### src/sv/msd_pkg.sv
package msd_pkg;

    localparam logic [7:0] CH_DOT   = 8'h2B;
    localparam logic [7:0] CH_EQ    = 8'h3D;
    localparam logic [7:0] CH_SPACE = 8'h20;

    // dashes are three '=' in a row
    localparam logic [1:0] EQ_PER_DASH = 2'd3;
    localparam logic [2:0] MAX_SYMBOLS = 3'd5;

    localparam logic [1:0] SP_NONE = 2'd0;
    localparam logic [1:0] SP_ONE  = 2'd1;
    localparam logic [1:0] SP_RUN  = 2'd2;

    // result queue
    localparam int unsigned QDEPTH = 4;
    localparam int unsigned QPTR_W = $clog2(QDEPTH);
    localparam int unsigned QCNT_W = $clog2(QDEPTH + 1);

    typedef enum logic [1:0] {
        KIND_LETTER = 2'd0,
        KIND_WORD   = 2'd1,
        KIND_END    = 2'd2,
        KIND_ERROR  = 2'd3
    } t_rkind;

    typedef enum logic [2:0] {
        ERR_NONE     = 3'd0,
        ERR_BAD_CHAR = 3'd1,
        ERR_BROKEN   = 3'd2,
        ERR_UNKNOWN  = 3'd3,
        ERR_EMPTY    = 3'd4
    } t_err;

    typedef struct packed {
        t_rkind     kind;
        logic [7:0] character;
        t_err       error_code;
        logic       last;
    } t_result;

    typedef struct packed {
        logic       found;
        logic [7:0] ch;
    } t_lookup;

    typedef struct packed {
        logic    hit;
        logic    is_err;
        t_result res;
    } t_flush;

    function automatic t_result f_make(t_rkind kind, logic [7:0] ch, t_err err,
                                       logic last);
        t_result r;
        r.kind       = kind;
        r.character  = ch;
        r.error_code = err;
        r.last       = last;
        return r;
    endfunction

    // symbol count and bits (first symbol msb, dash = 1) to ASCII
    function automatic t_lookup f_lookup(logic [2:0] len, logic [4:0] bits);
        t_lookup l;
        l.found = 1'b1;
        case ({len, bits})
            {3'd2, 5'd1}:  l.ch = "A";
            {3'd4, 5'd8}:  l.ch = "B";
            {3'd4, 5'd10}: l.ch = "C";
            {3'd3, 5'd4}:  l.ch = "D";
            {3'd1, 5'd0}:  l.ch = "E";
            {3'd4, 5'd2}:  l.ch = "F";
            {3'd3, 5'd6}:  l.ch = "G";
            {3'd4, 5'd0}:  l.ch = "H";
            {3'd2, 5'd0}:  l.ch = "I";
            {3'd4, 5'd7}:  l.ch = "J";
            {3'd3, 5'd5}:  l.ch = "K";
            {3'd4, 5'd4}:  l.ch = "L";
            {3'd2, 5'd3}:  l.ch = "M";
            {3'd2, 5'd2}:  l.ch = "N";
            {3'd3, 5'd7}:  l.ch = "O";
            {3'd4, 5'd6}:  l.ch = "P";
            {3'd4, 5'd13}: l.ch = "Q";
            {3'd3, 5'd2}:  l.ch = "R";
            {3'd3, 5'd0}:  l.ch = "S";
            {3'd1, 5'd1}:  l.ch = "T";
            {3'd3, 5'd1}:  l.ch = "U";
            {3'd4, 5'd1}:  l.ch = "V";
            {3'd3, 5'd3}:  l.ch = "W";
            {3'd4, 5'd9}:  l.ch = "X";
            {3'd4, 5'd11}: l.ch = "Y";
            {3'd4, 5'd12}: l.ch = "Z";
            {3'd5, 5'd31}: l.ch = "0";
            {3'd5, 5'd15}: l.ch = "1";
            {3'd5, 5'd7}:  l.ch = "2";
            {3'd5, 5'd3}:  l.ch = "3";
            {3'd5, 5'd1}:  l.ch = "4";
            {3'd5, 5'd0}:  l.ch = "5";
            {3'd5, 5'd16}: l.ch = "6";
            {3'd5, 5'd24}: l.ch = "7";
            {3'd5, 5'd28}: l.ch = "8";
            {3'd5, 5'd30}: l.ch = "9";
            default: begin
                l.found = 1'b0;
                l.ch    = 8'h00;
            end
        endcase
        return l;
    endfunction

    // close the current token: letter, error, or nothing if empty
    function automatic t_flush f_flush(logic [1:0] eq, logic [2:0] len,
                                       logic [4:0] bits);
        t_flush  f;
        t_lookup l;
        l        = f_lookup(len, bits);
        f.hit    = 1'b0;
        f.is_err = 1'b0;
        f.res    = f_make(KIND_LETTER, 8'h00, ERR_NONE, 1'b0);
        if (eq != 2'd0) begin
            f.hit    = 1'b1;
            f.is_err = 1'b1;
            f.res    = f_make(KIND_ERROR, 8'h00, ERR_BROKEN, 1'b0);
        end else if (len != 3'd0) begin
            f.hit = 1'b1;
            if (l.found) begin
                f.res = f_make(KIND_LETTER, l.ch, ERR_NONE, 1'b0);
            end else begin
                f.is_err = 1'b1;
                f.res    = f_make(KIND_ERROR, 8'h00, ERR_UNKNOWN, 1'b0);
            end
        end
        return f;
    endfunction

endpackage

### src/sv/msd_result_queue.sv
module msd_result_queue import msd_pkg::*; (
    input  logic        i_clk,
    input  logic        i_rst_n,
    input  logic [1:0]  i_push_count,
    input  t_result     i_push_first,
    input  t_result     i_push_second,
    input  logic        i_pop,
    output t_result     o_head,
    output logic        o_not_empty,
    output logic        o_room_for_two
);

    t_result             r_mem [QDEPTH];
    logic [QPTR_W-1:0]   r_wr_ptr, n_wr_ptr;
    logic [QPTR_W-1:0]   r_rd_ptr, n_rd_ptr;
    logic [QCNT_W-1:0]   r_count, n_count;
    logic                pop_ok;

    assign pop_ok         = i_pop && (r_count != '0);
    assign o_head         = r_mem[r_rd_ptr];
    assign o_not_empty    = (r_count != '0);
    assign o_room_for_two = (r_count <= QCNT_W'(QDEPTH - 2));

    always_comb begin
        n_wr_ptr = r_wr_ptr + QPTR_W'(i_push_count);
        n_rd_ptr = r_rd_ptr + QPTR_W'(pop_ok);
        n_count  = r_count + QCNT_W'(i_push_count) - QCNT_W'(pop_ok);
    end

    always_ff @(posedge i_clk) begin
        if (!i_rst_n) begin
            r_wr_ptr <= '0;
            r_rd_ptr <= '0;
            r_count  <= '0;
        end else begin
            r_wr_ptr <= n_wr_ptr;
            r_rd_ptr <= n_rd_ptr;
            r_count  <= n_count;
        end
    end

    always_ff @(posedge i_clk) begin
        if (i_push_count != 2'd0) begin
            r_mem[r_wr_ptr] <= i_push_first;
        end
        if (i_push_count == 2'd2) begin
            r_mem[r_wr_ptr + QPTR_W'(1)] <= i_push_second;
        end
    end

    a_no_overflow: assert property (@(posedge i_clk) disable iff (!i_rst_n)
        r_count <= QCNT_W'(QDEPTH))
        else $error("result queue overflow");

endmodule

### src/sv/morse_symbol_stream_decoder.sv
// Morse symbol stream decoder.
// Input channel (i_valid / o_ready): one item per handshake, i_kind = 0 carries a
// message byte in i_symbol ('+' dot, '=' dash part, space separator), i_kind = 1
// marks end of message. Output channel (o_valid / i_ready): one result item per
// handshake: a letter, a word space, end of message (o_last = 1) or an error code.
// Each accepted item is decoded in the cycle it is taken; its zero, one or two
// results land in a four-entry result queue, so the first result is offered on
// the output from the next cycle at the earliest.
// Throughput: one input item per cycle while o_ready is high. Only an end of
// message that closes a pending token gives two results (the letter or error,
// then the end result); the queue takes both in one push.
// o_ready is high while the queue has room for two results, so a stalled
// receiver backs the input up once more than two results wait; nothing is dropped.
// Reset clears the token state and empties the queue; no results are pending.
// After an error, characters are swallowed until end of message.
module morse_symbol_stream_decoder import msd_pkg::*; (
    input  logic       i_clk,
    input  logic       i_rst_n,
    input  logic       i_valid,
    output logic       o_ready,
    input  logic       i_kind,
    input  logic [7:0] i_symbol,
    output logic       o_valid,
    input  logic       i_ready,
    output logic [1:0] o_result_kind,
    output logic [7:0] o_character,
    output logic [2:0] o_error_code,
    output logic       o_last
);

    // token state
    logic [4:0] r_code_bits,   n_code_bits;
    logic [2:0] r_code_length, n_code_length;
    logic [1:0] r_equals_run,  n_equals_run;
    logic [1:0] r_space_run,   n_space_run;
    logic       r_seen_any,    n_seen_any;
    logic       r_error_hold,  n_error_hold;

    logic       accept;
    t_flush     fl;
    logic [1:0] eq_inc;
    logic       do_append;
    logic       append_bit;
    logic [1:0] push_count;
    t_result    res_first, res_second;
    t_result    head;
    logic       room_for_two;

    assign accept  = i_valid && o_ready;
    assign o_ready = room_for_two;

    always_comb begin
        n_code_bits   = r_code_bits;
        n_code_length = r_code_length;
        n_equals_run  = r_equals_run;
        n_space_run   = r_space_run;
        n_seen_any    = r_seen_any;
        n_error_hold  = r_error_hold;
        push_count    = 2'd0;
        res_first     = f_make(KIND_END, 8'h00, ERR_NONE, 1'b1);
        res_second    = f_make(KIND_END, 8'h00, ERR_NONE, 1'b1);
        do_append     = 1'b0;
        append_bit    = 1'b0;
        fl            = f_flush(r_equals_run, r_code_length, r_code_bits);
        eq_inc        = r_equals_run + 2'd1;

        if (accept) begin
            if (i_kind) begin
                if (!r_seen_any) begin
                    // empty message: lone error, no end result
                    res_first  = f_make(KIND_ERROR, 8'h00, ERR_EMPTY, 1'b1);
                    push_count = 2'd1;
                end else if (!r_error_hold && fl.hit) begin
                    res_first  = fl.res;
                    push_count = 2'd2;
                end else begin
                    push_count = 2'd1;
                end
                n_code_bits   = '0;
                n_code_length = '0;
                n_equals_run  = '0;
                n_space_run   = SP_NONE;
                n_seen_any    = 1'b0;
                n_error_hold  = 1'b0;
            end else if (!r_error_hold) begin
                n_seen_any = 1'b1;
                case (i_symbol)
                    CH_SPACE: begin
                        n_code_bits   = '0;
                        n_code_length = '0;
                        n_equals_run  = '0;
                        if (fl.hit) begin
                            res_first  = fl.res;
                            push_count = 2'd1;
                        end
                        if (fl.is_err) begin
                            n_error_hold = 1'b1;
                        end else if (r_space_run == SP_ONE) begin
                            // second space of a run: one word gap
                            if (fl.hit) begin
                                res_second = f_make(KIND_WORD, CH_SPACE, ERR_NONE, 1'b0);
                                push_count = 2'd2;
                            end else begin
                                res_first  = f_make(KIND_WORD, CH_SPACE, ERR_NONE, 1'b0);
                                push_count = 2'd1;
                            end
                            n_space_run = SP_RUN;
                        end else if (r_space_run == SP_NONE) begin
                            n_space_run = SP_ONE;
                        end
                    end
                    CH_DOT: begin
                        n_space_run = SP_NONE;
                        if (r_equals_run != 2'd0) begin
                            n_code_bits   = '0;
                            n_code_length = '0;
                            n_equals_run  = '0;
                            n_error_hold  = 1'b1;
                            res_first     = f_make(KIND_ERROR, 8'h00, ERR_BROKEN, 1'b0);
                            push_count    = 2'd1;
                        end else begin
                            do_append  = 1'b1;
                            append_bit = 1'b0;
                        end
                    end
                    CH_EQ: begin
                        n_space_run = SP_NONE;
                        if (eq_inc == EQ_PER_DASH) begin
                            n_equals_run = '0;
                            do_append    = 1'b1;
                            append_bit   = 1'b1;
                        end else begin
                            n_equals_run = eq_inc;
                        end
                    end
                    default: begin
                        n_code_bits   = '0;
                        n_code_length = '0;
                        n_equals_run  = '0;
                        n_error_hold  = 1'b1;
                        res_first     = f_make(KIND_ERROR, 8'h00, ERR_BAD_CHAR, 1'b0);
                        push_count    = 2'd1;
                    end
                endcase

                if (do_append) begin
                    if (r_code_length >= MAX_SYMBOLS) begin
                        // sixth symbol: token can never match
                        n_code_bits   = '0;
                        n_code_length = '0;
                        n_equals_run  = '0;
                        n_error_hold  = 1'b1;
                        res_first     = f_make(KIND_ERROR, 8'h00, ERR_UNKNOWN, 1'b0);
                        push_count    = 2'd1;
                    end else begin
                        n_code_bits   = {r_code_bits[3:0], append_bit};
                        n_code_length = r_code_length + 3'd1;
                    end
                end
            end
        end
    end

    always_ff @(posedge i_clk) begin
        if (!i_rst_n) begin
            r_code_bits   <= '0;
            r_code_length <= '0;
            r_equals_run  <= '0;
            r_space_run   <= SP_NONE;
            r_seen_any    <= 1'b0;
            r_error_hold  <= 1'b0;
        end else begin
            r_code_bits   <= n_code_bits;
            r_code_length <= n_code_length;
            r_equals_run  <= n_equals_run;
            r_space_run   <= n_space_run;
            r_seen_any    <= n_seen_any;
            r_error_hold  <= n_error_hold;
        end
    end

    // results wait here for the receiver
    msd_result_queue u_queue (
        .i_clk          (i_clk),
        .i_rst_n        (i_rst_n),
        .i_push_count   (push_count),
        .i_push_first   (res_first),
        .i_push_second  (res_second),
        .i_pop          (i_ready),
        .o_head         (head),
        .o_not_empty    (o_valid),
        .o_room_for_two (room_for_two)
    );

    assign o_result_kind = head.kind;
    assign o_character   = head.character;
    assign o_error_code  = head.error_code;
    assign o_last        = head.last;

    a_end_clears: assert property (@(posedge i_clk) disable iff (!i_rst_n)
        (accept && i_kind) |=> (r_code_length == 3'd0 && r_equals_run == 2'd0 &&
                                !r_seen_any && !r_error_hold))
        else $error("state not cleared after end of message");

    a_len_bound: assert property (@(posedge i_clk) disable iff (!i_rst_n)
        r_code_length <= MAX_SYMBOLS)
        else $error("token longer than five symbols");

    a_eq_bound: assert property (@(posedge i_clk) disable iff (!i_rst_n)
        r_equals_run != EQ_PER_DASH)
        else $error("complete dash left pending");

    a_hold_idle: assert property (@(posedge i_clk) disable iff (!i_rst_n)
        r_error_hold |-> (r_code_length == 3'd0 && r_equals_run == 2'd0))
        else $error("token state live after error");

endmodule

### config.mk
export PLATFORM = sky130hd
export DESIGN_NAME = morse_symbol_stream_decoder
export DESIGN_NICKNAME = d
export VERILOG_FILES = /design/src/sv/msd_pkg.sv /design/src/sv/msd_result_queue.sv /design/src/sv/morse_symbol_stream_decoder.sv
export SDC_FILE = /design/constraint.sdc
export NUM_CORES = 1
export LEC_CHECK = 0
export BUFFER_PORTS_ARGS = -buffer_cell sky130_fd_sc_hd__buf_4
export CAP_MARGIN = 10
export CORE_ASPECT_RATIO = 0.7
export CORE_MARGIN = 3
export CORE_UTILIZATION = 36
export DETAILED_ROUTE_END_ITERATION = 10
export HOLD_SLACK_MARGIN = 0.12
export RECOVER_POWER = 50
export SLEW_MARGIN = 20
export SYNTH_ARGS = -nofsm -noshare
export SYNTH_HDL_FRONTEND = slang
export SYNTH_SLANG_ARGS = --single-unit
### constraint.sdc
create_clock -name i_clk -period 4.7 [get_ports i_clk]
set_clock_uncertainty 0.05 [all_clocks]
set_input_delay 0.47 -clock i_clk [delete_from_list [all_inputs] [get_ports i_clk]]
set_output_delay 0.47 -clock i_clk [all_outputs]
set_load 0.005 [all_outputs]
=== Yosys cells after proc, flatten, opt, wreduce, memory -nomap -nowiden ===
Memories as Yosys holds them, arrays and structs flattened. A register that Yosys moved wholly into a read port is not among the register bits.
Index checks and enable logic that the tools add are counted.

* Word-level logic and storage cells: 166
* Memories kept: 1
* Register bits: 21
* Output and inout port bits: 16
* RAM bits: 56

{| class="wikitable"
|+ Memory list
! name !! words !! width !! rd ports !! clocked after memory_dff !! wr ports !! line !! RTL
|-
| u_queue.r_mem || 4 || 14 || 1 || 1 || 2 || msd_result_queue.sv:13 || <nowiki>t_result r_mem [QDEPTH];</nowiki>
|}

* Equal/unequal tests: 47
* Add/subtract/negate cells: 7
* Order comparisons: 2
* Mux-type cells: 85
* Reductions and logical operators: 15

{| class="wikitable"
|+ Operators with widths
! cell !! count
|-
| $mux W14 || 19
|-
| $pmux W7 S36 || 1
|-
| $eq A8 B8 Y1 const B || 22
|-
| $eq A8 B7 Y1 const B || 12
|-
| $mux W2 || 22
|-
| $pmux W14 S3 || 1
|-
| $eq A8 B6 Y1 const B || 5
|-
| $reduce_or A36 Y1 || 1
|-
| $mux W16 || 2
|-
| $mux W5 || 5
|-
| $mux W1 || 22
|-
| $mux W3 || 5
|-
| $mux W13 || 1
|-
| $pmux W5 S2 || 1
|-
| $reduce_bool A3 Y1 || 3
|-
| $ne A4 B4 Y1 const B || 2
|-
| $pmux W2 S2 || 2
|-
| $ne A3 B3 Y1 const B || 2
|-
| $pmux W2 S3 || 1
|-
| $pmux W3 S2 || 1
|-
| $reduce_and A5 Y1 || 1
|-
| $add A2 B1 Y2 const B || 2
|-
| $eq A2 B2 Y1 const B || 2
|-
| $reduce_and A4 Y1 || 1
|-
| other kinds (17) || 20
|}

=== Logic depth before layout (Yosys ltp) ===
* Depth in word-level cells: 18
* Depth in mapped cells: 16

=== By module ===
From an unflattened synthesis, not the netlist that was laid out.

* Cell total of the unflattened synthesis: 452
* Area total of the unflattened synthesis: 5032.3 µm²

{| class="wikitable"
|+ Modules (own cells, without submodules)
! module !! cells an instance !! area each (µm²) !! times used !! sequential area each (µm²)
|-
| msd_result_queue || 184 || 3235.6 || 1 || 1821.7
|-
| morse_symbol_stream_decoder || 268 || 1796.7 || 1 || 280.3
|}

=== Worst setup path after synthesis ===
Ideal clock, no wire load.

* Path kind: reg-to-reg
* Start point: register r_code_length[1]
* End point: register u_queue.r_count[2]
* Setup time: 0.115 ns
* Arrival: 3.198 ns
* Required time: 4.535 ns
* Path slack: 1.337 ns
* Path buffers: 0
* Cell stages (with the launch flop): 13
* Cell sequence: dfxtp_1 -> or3b_4 -> or3_1 -> o211a_1 -> and2_1 -> a41o_2 -> o21ai_4 -> inv_2 -> ha_1 -> fa_1 -> xor2_1 -> xnor2_1 -> and2_1

* Word-level cells in the longest chain between the ends: 15

{| class="wikitable"
|+ Ends and longest elaborated chain
! element !! line !! RTL
|-
| start: declaration || morse_symbol_stream_decoder.sv:33 || <nowiki>logic [2:0] r_code_length, n_code_length;</nowiki>
|-
| start signal: assignment || morse_symbol_stream_decoder.sv:174 || <nowiki>r_code_length <= n_code_length;</nowiki>
|-
| $eq A8 B8 Y1, or another cell as far along || msd_pkg.sv:67 || <nowiki>case ({len, bits})</nowiki>
|-
| $reduce_or A36 Y1 (no line) || -- ||
|-
| $mux W1 || msd_pkg.sv:67 ||
|-
| $mux W1 || msd_pkg.sv:127 || <nowiki>if (l.found) begin</nowiki>
|-
| $mux W16 || msd_pkg.sv:125 || <nowiki>end else if (len != 3'd0) begin</nowiki>
|-
| $mux W16 || msd_pkg.sv:121 || <nowiki>if (eq != 2'd0) begin</nowiki>
|-
| $mux W2 || morse_symbol_stream_decoder.sv:96 || <nowiki>if (fl.is_err) begin</nowiki>
|-
| $pmux W2 S3 || morse_symbol_stream_decoder.sv:87 || <nowiki>case (i_symbol)</nowiki>
|-
| $mux W2 || morse_symbol_stream_decoder.sv:147 || <nowiki>if (r_code_length >= MAX_SYMBOLS) begin</nowiki>
|-
| $mux W2 || morse_symbol_stream_decoder.sv:146 || <nowiki>if (do_append) begin</nowiki>
|-
| $mux W2 || morse_symbol_stream_decoder.sv:85 || <nowiki>end else if (!r_error_hold) begin</nowiki>
|-
| $mux W2 (*) || morse_symbol_stream_decoder.sv:68 || <nowiki>if (i_kind) begin</nowiki>
|-
| $mux W2 (*) || morse_symbol_stream_decoder.sv:67 || <nowiki>if (accept) begin</nowiki>
|-
| $add A3 B2 Y3 (*) || msd_result_queue.sv:27 || <nowiki>n_count = r_count + QCNT_W'(i_push_count) - QCNT_W'(pop_ok);</nowiki>
|-
| $sub A3 B1 Y3 (*) || msd_result_queue.sv:27 ||
|-
| end signal: assignment || msd_result_queue.sv:38 || <nowiki>r_count <= n_count;</nowiki>
|-
| end: declaration || msd_result_queue.sv:16 || <nowiki>logic [QCNT_W-1:0] r_count, n_count;</nowiki>
|}

Mark *: on every way between the ends. The rest lies on a longest branch, timed or not.
A chain may end at the register's enable or synchronous reset.

==> results.toml <==
[clock_network]
clk_pin_slew_ns = 0.06
numCtsBuffers = 9
max-clock-path-buffers = 2
cts_max_level = 3
cts_tree = "built"
clk_latency_ns = 0.34
cts_root_buf = "clkbuf_16"
ctsResizeCount = 0
cts_post_setup_buffers_inserted = 0
ctsHoldBuffers = 0
cts_sinks = 73

[cells_and_area]
fill_cells = 1195
layout_commonest_cell = "dfxtp_1"
antenna_cells = 0
final_cell_mix = "dfxtp_1 (57), nor2_1 (54), nand2_1 (48)"
nets = 562
layout-drive-gt1-share = 0.136
fin_area_sq_um = 5120
syn_to_final_growth_pct = 13.5

[sta]
rsz0062_at_grt = "false"
relSlewSlack = 0.363
period_minus_slack_ns = 4.21
fin_crit_sh = 0.895
worst_pin_slew_ns = 0.954
setup_slack_ns = 0.493
fmax_ghz = 0.238
final-setup-viol-count = 0
finalHoldViolations = 0
fin_setup_tns_ns = 0
slew_viol_final = 0

[power]
power.density_nw_per_um2 = 439
peakVddDrop_mv = 0.197
internal_power_uw = 1510
p_sw_uw = 737
p_leak_uw = 0.00190
switching_share = 0.328
p_comb_frac = 0.298
total_power_uw = 2250
power_frac_seq = 0.391
clkPwrFrac = 0.311

[route]
firstDrtPassIters = 5
drtIter0Drc = 559
ant_nets = 0
avgViaCountPerCell = 5.96
wirelength_mm = 12.8
drc = 0
dr_total_vias = 4173
wl_per_cell_um = 18.3

[synth]
synth-edff-count = 16
yosysSeqAreaShare = 0.360
netlist_instances = 525
ys_top_cells_by_area = "dfxtp_1 (25%), edfxtp_1 (11%), mux4_2 (6.5%), nor2_1 (4.5%), nand2_1 (4.0%)"
synth_cell_type_count = 70
yosysWarningCount = 0
syn_area_per_cell_sq_um = 8.58
ys.flop_type = "dfxtp_1"
async_flop_share = 0
yosys.area.top_type_share = 0.253
synth-seq-cells = 73
synth.largest_area_cell = "dfxtp_1"
synth_nets = 549
syn-cell-area_sq_um = 4510

[global_routing]
grtUsageTotal = 0.189
grt.busiest_layer = "met1"
grt_max_degree = 25
grtUsageMet3 = 0.0538
grt-ovfl-total = 0
grt_use_met1 = 0.297
antenna_found_initial = 0
grt_use_met2 = 0.249
grt_pass1_wl_mm = 21.2
grt_pass1_vias = 3929

[floorplan]
initial_core_util = 0.376
die_w_um = 140
die_area_sq_um = 13900
die_h_um = 99.6
ioPinCount = 29
core_sq_um = 12000
row_count = 33

[placed_design]
dpl-instance-area_sq_um = 4830
place.gp.congestion = 0.932
hpwl_mm = 9.52
io_buffer_count = 27
dp_slack_ns = 0.671

[critical_path]
crit_fanout = 15
critical_path_arrival_ns = 4.18
r2r_cells = 10
critPathLaunchType = "flip-flop"
end_kind = "flip-flop"
critPathKind = "reg -> reg"
cp.required_ns = 4.67
regToRegSetupSlack_ns = 0.49

[min_path]
holdPathStages = 1
worstHoldPathType = "reg -> reg"

[run]
drv_cap = 0

[status]
status = "complete, no violations"
## layer usage
metal  vias to the layer above  wire length, um
met3                        10             1210
met1                      1970             6580
met5                         -                0
li1                       1969                -
met4                         0              122
met2                       224             4910
## power by group through the flow
stage,clock network (uW),logic (uW),registers [uW]
after global routing,733,737,895
after detailed placement,0,677,890
after global placement,0,667,888
final,699,669,878
after CTS,712,683,877
after floorplan,0,486,813
## sequential cells by signal, summed over array words and instances (netlist names)
signal,count
r_error_hold,1
u_queue.r_wr_ptr,2
r_equals_run,2
u_queue.r_count,3
u_queue.r_rd_ptr,2
r_space_run,2
r_seen_any,1
r_code_bits,5
r_code_length,3
u_queue.r_mem,52
## cell families after synthesis
| logic type | count (synthesis) | share of synthesized area |
|---|---|---|
| AO/OA/AOI/OAI | 161 | 0.255 |
| XOR/XNOR | 7 | 0.0136 |
| adder cells (fa/ha/maj) | 11 | 0.0322 |
| buffers and inverters | 57 | 0.0508 |
| flip-flops | 73 | 0.360 |
| multiplexers | 13 | 0.0650 |
| other | 1 | 0.000832 |
| AND/OR/NAND/NOR | 202 | 0.223 |
## critical path, stage by stage, from the launching register on
cell and delay (ns):
dfxtp_1 0.67, inv_1 0.25, nor2_1 0.40, o2111ai_1 0.38
and2_0 0.26, a41o_1 0.43, o21ai_4 0.29, inv_2 0.15
o21ai_1 0.15, clkbuf_1 0.54, nand2_1 0.32
## synthesized netlist by cell type (all sizes together) (11+ instances only)
master / number
a21boi: 11
and2: 13
nand2: 48
mux4: 13
o21ai: 33
buf: 13
nor3: 17
a21oi: 28
edfxtp: 16
a22o: 14
clkbuf: 20
nor2: 55
inv: 24
nand3: 17
dfxtp: 57
## layout make-up
cell class / instances / area [sq um] / share of cell area
Multi-Input combinational cell: 395 / 2660 / 0.519
Sequential cell: 73 / 1620 / 0.317
Timing Repair Buffer: 35 / 248 / 0.0484
Clock buffer: 9 / 225 / 0.0440
Tap cell: 157 / 196 / 0.0384
Inverter: 24 / 90.1 / 0.0176
Clock inverter: 7 / 80.1 / 0.0157
## through the flow
step                      hold slack (ns)   util  cells
final                               0.404  0.427    700
after global routing                0.424  0.427    700
after CTS                           0.404  0.429    700
after floorplan                     0.371      -    525
after global placement              0.384  0.403    684
after detailed placement            0.389  0.403    684
## path summary, 6_finish.rpt
| path | start | to |
|---|---|---|
| max | r_code_length[0] | u_queue.r_mem[0][12] |
| min | u_queue.r_mem[3][2] | u_queue.r_mem[3][2] |
| max reg2reg | r_code_length[0] | u_queue.r_mem[0][12] |
| min reg2reg | u_queue.r_mem[3][2] | u_queue.r_mem[3][2] |
Power figures use the tool's default switching activity.
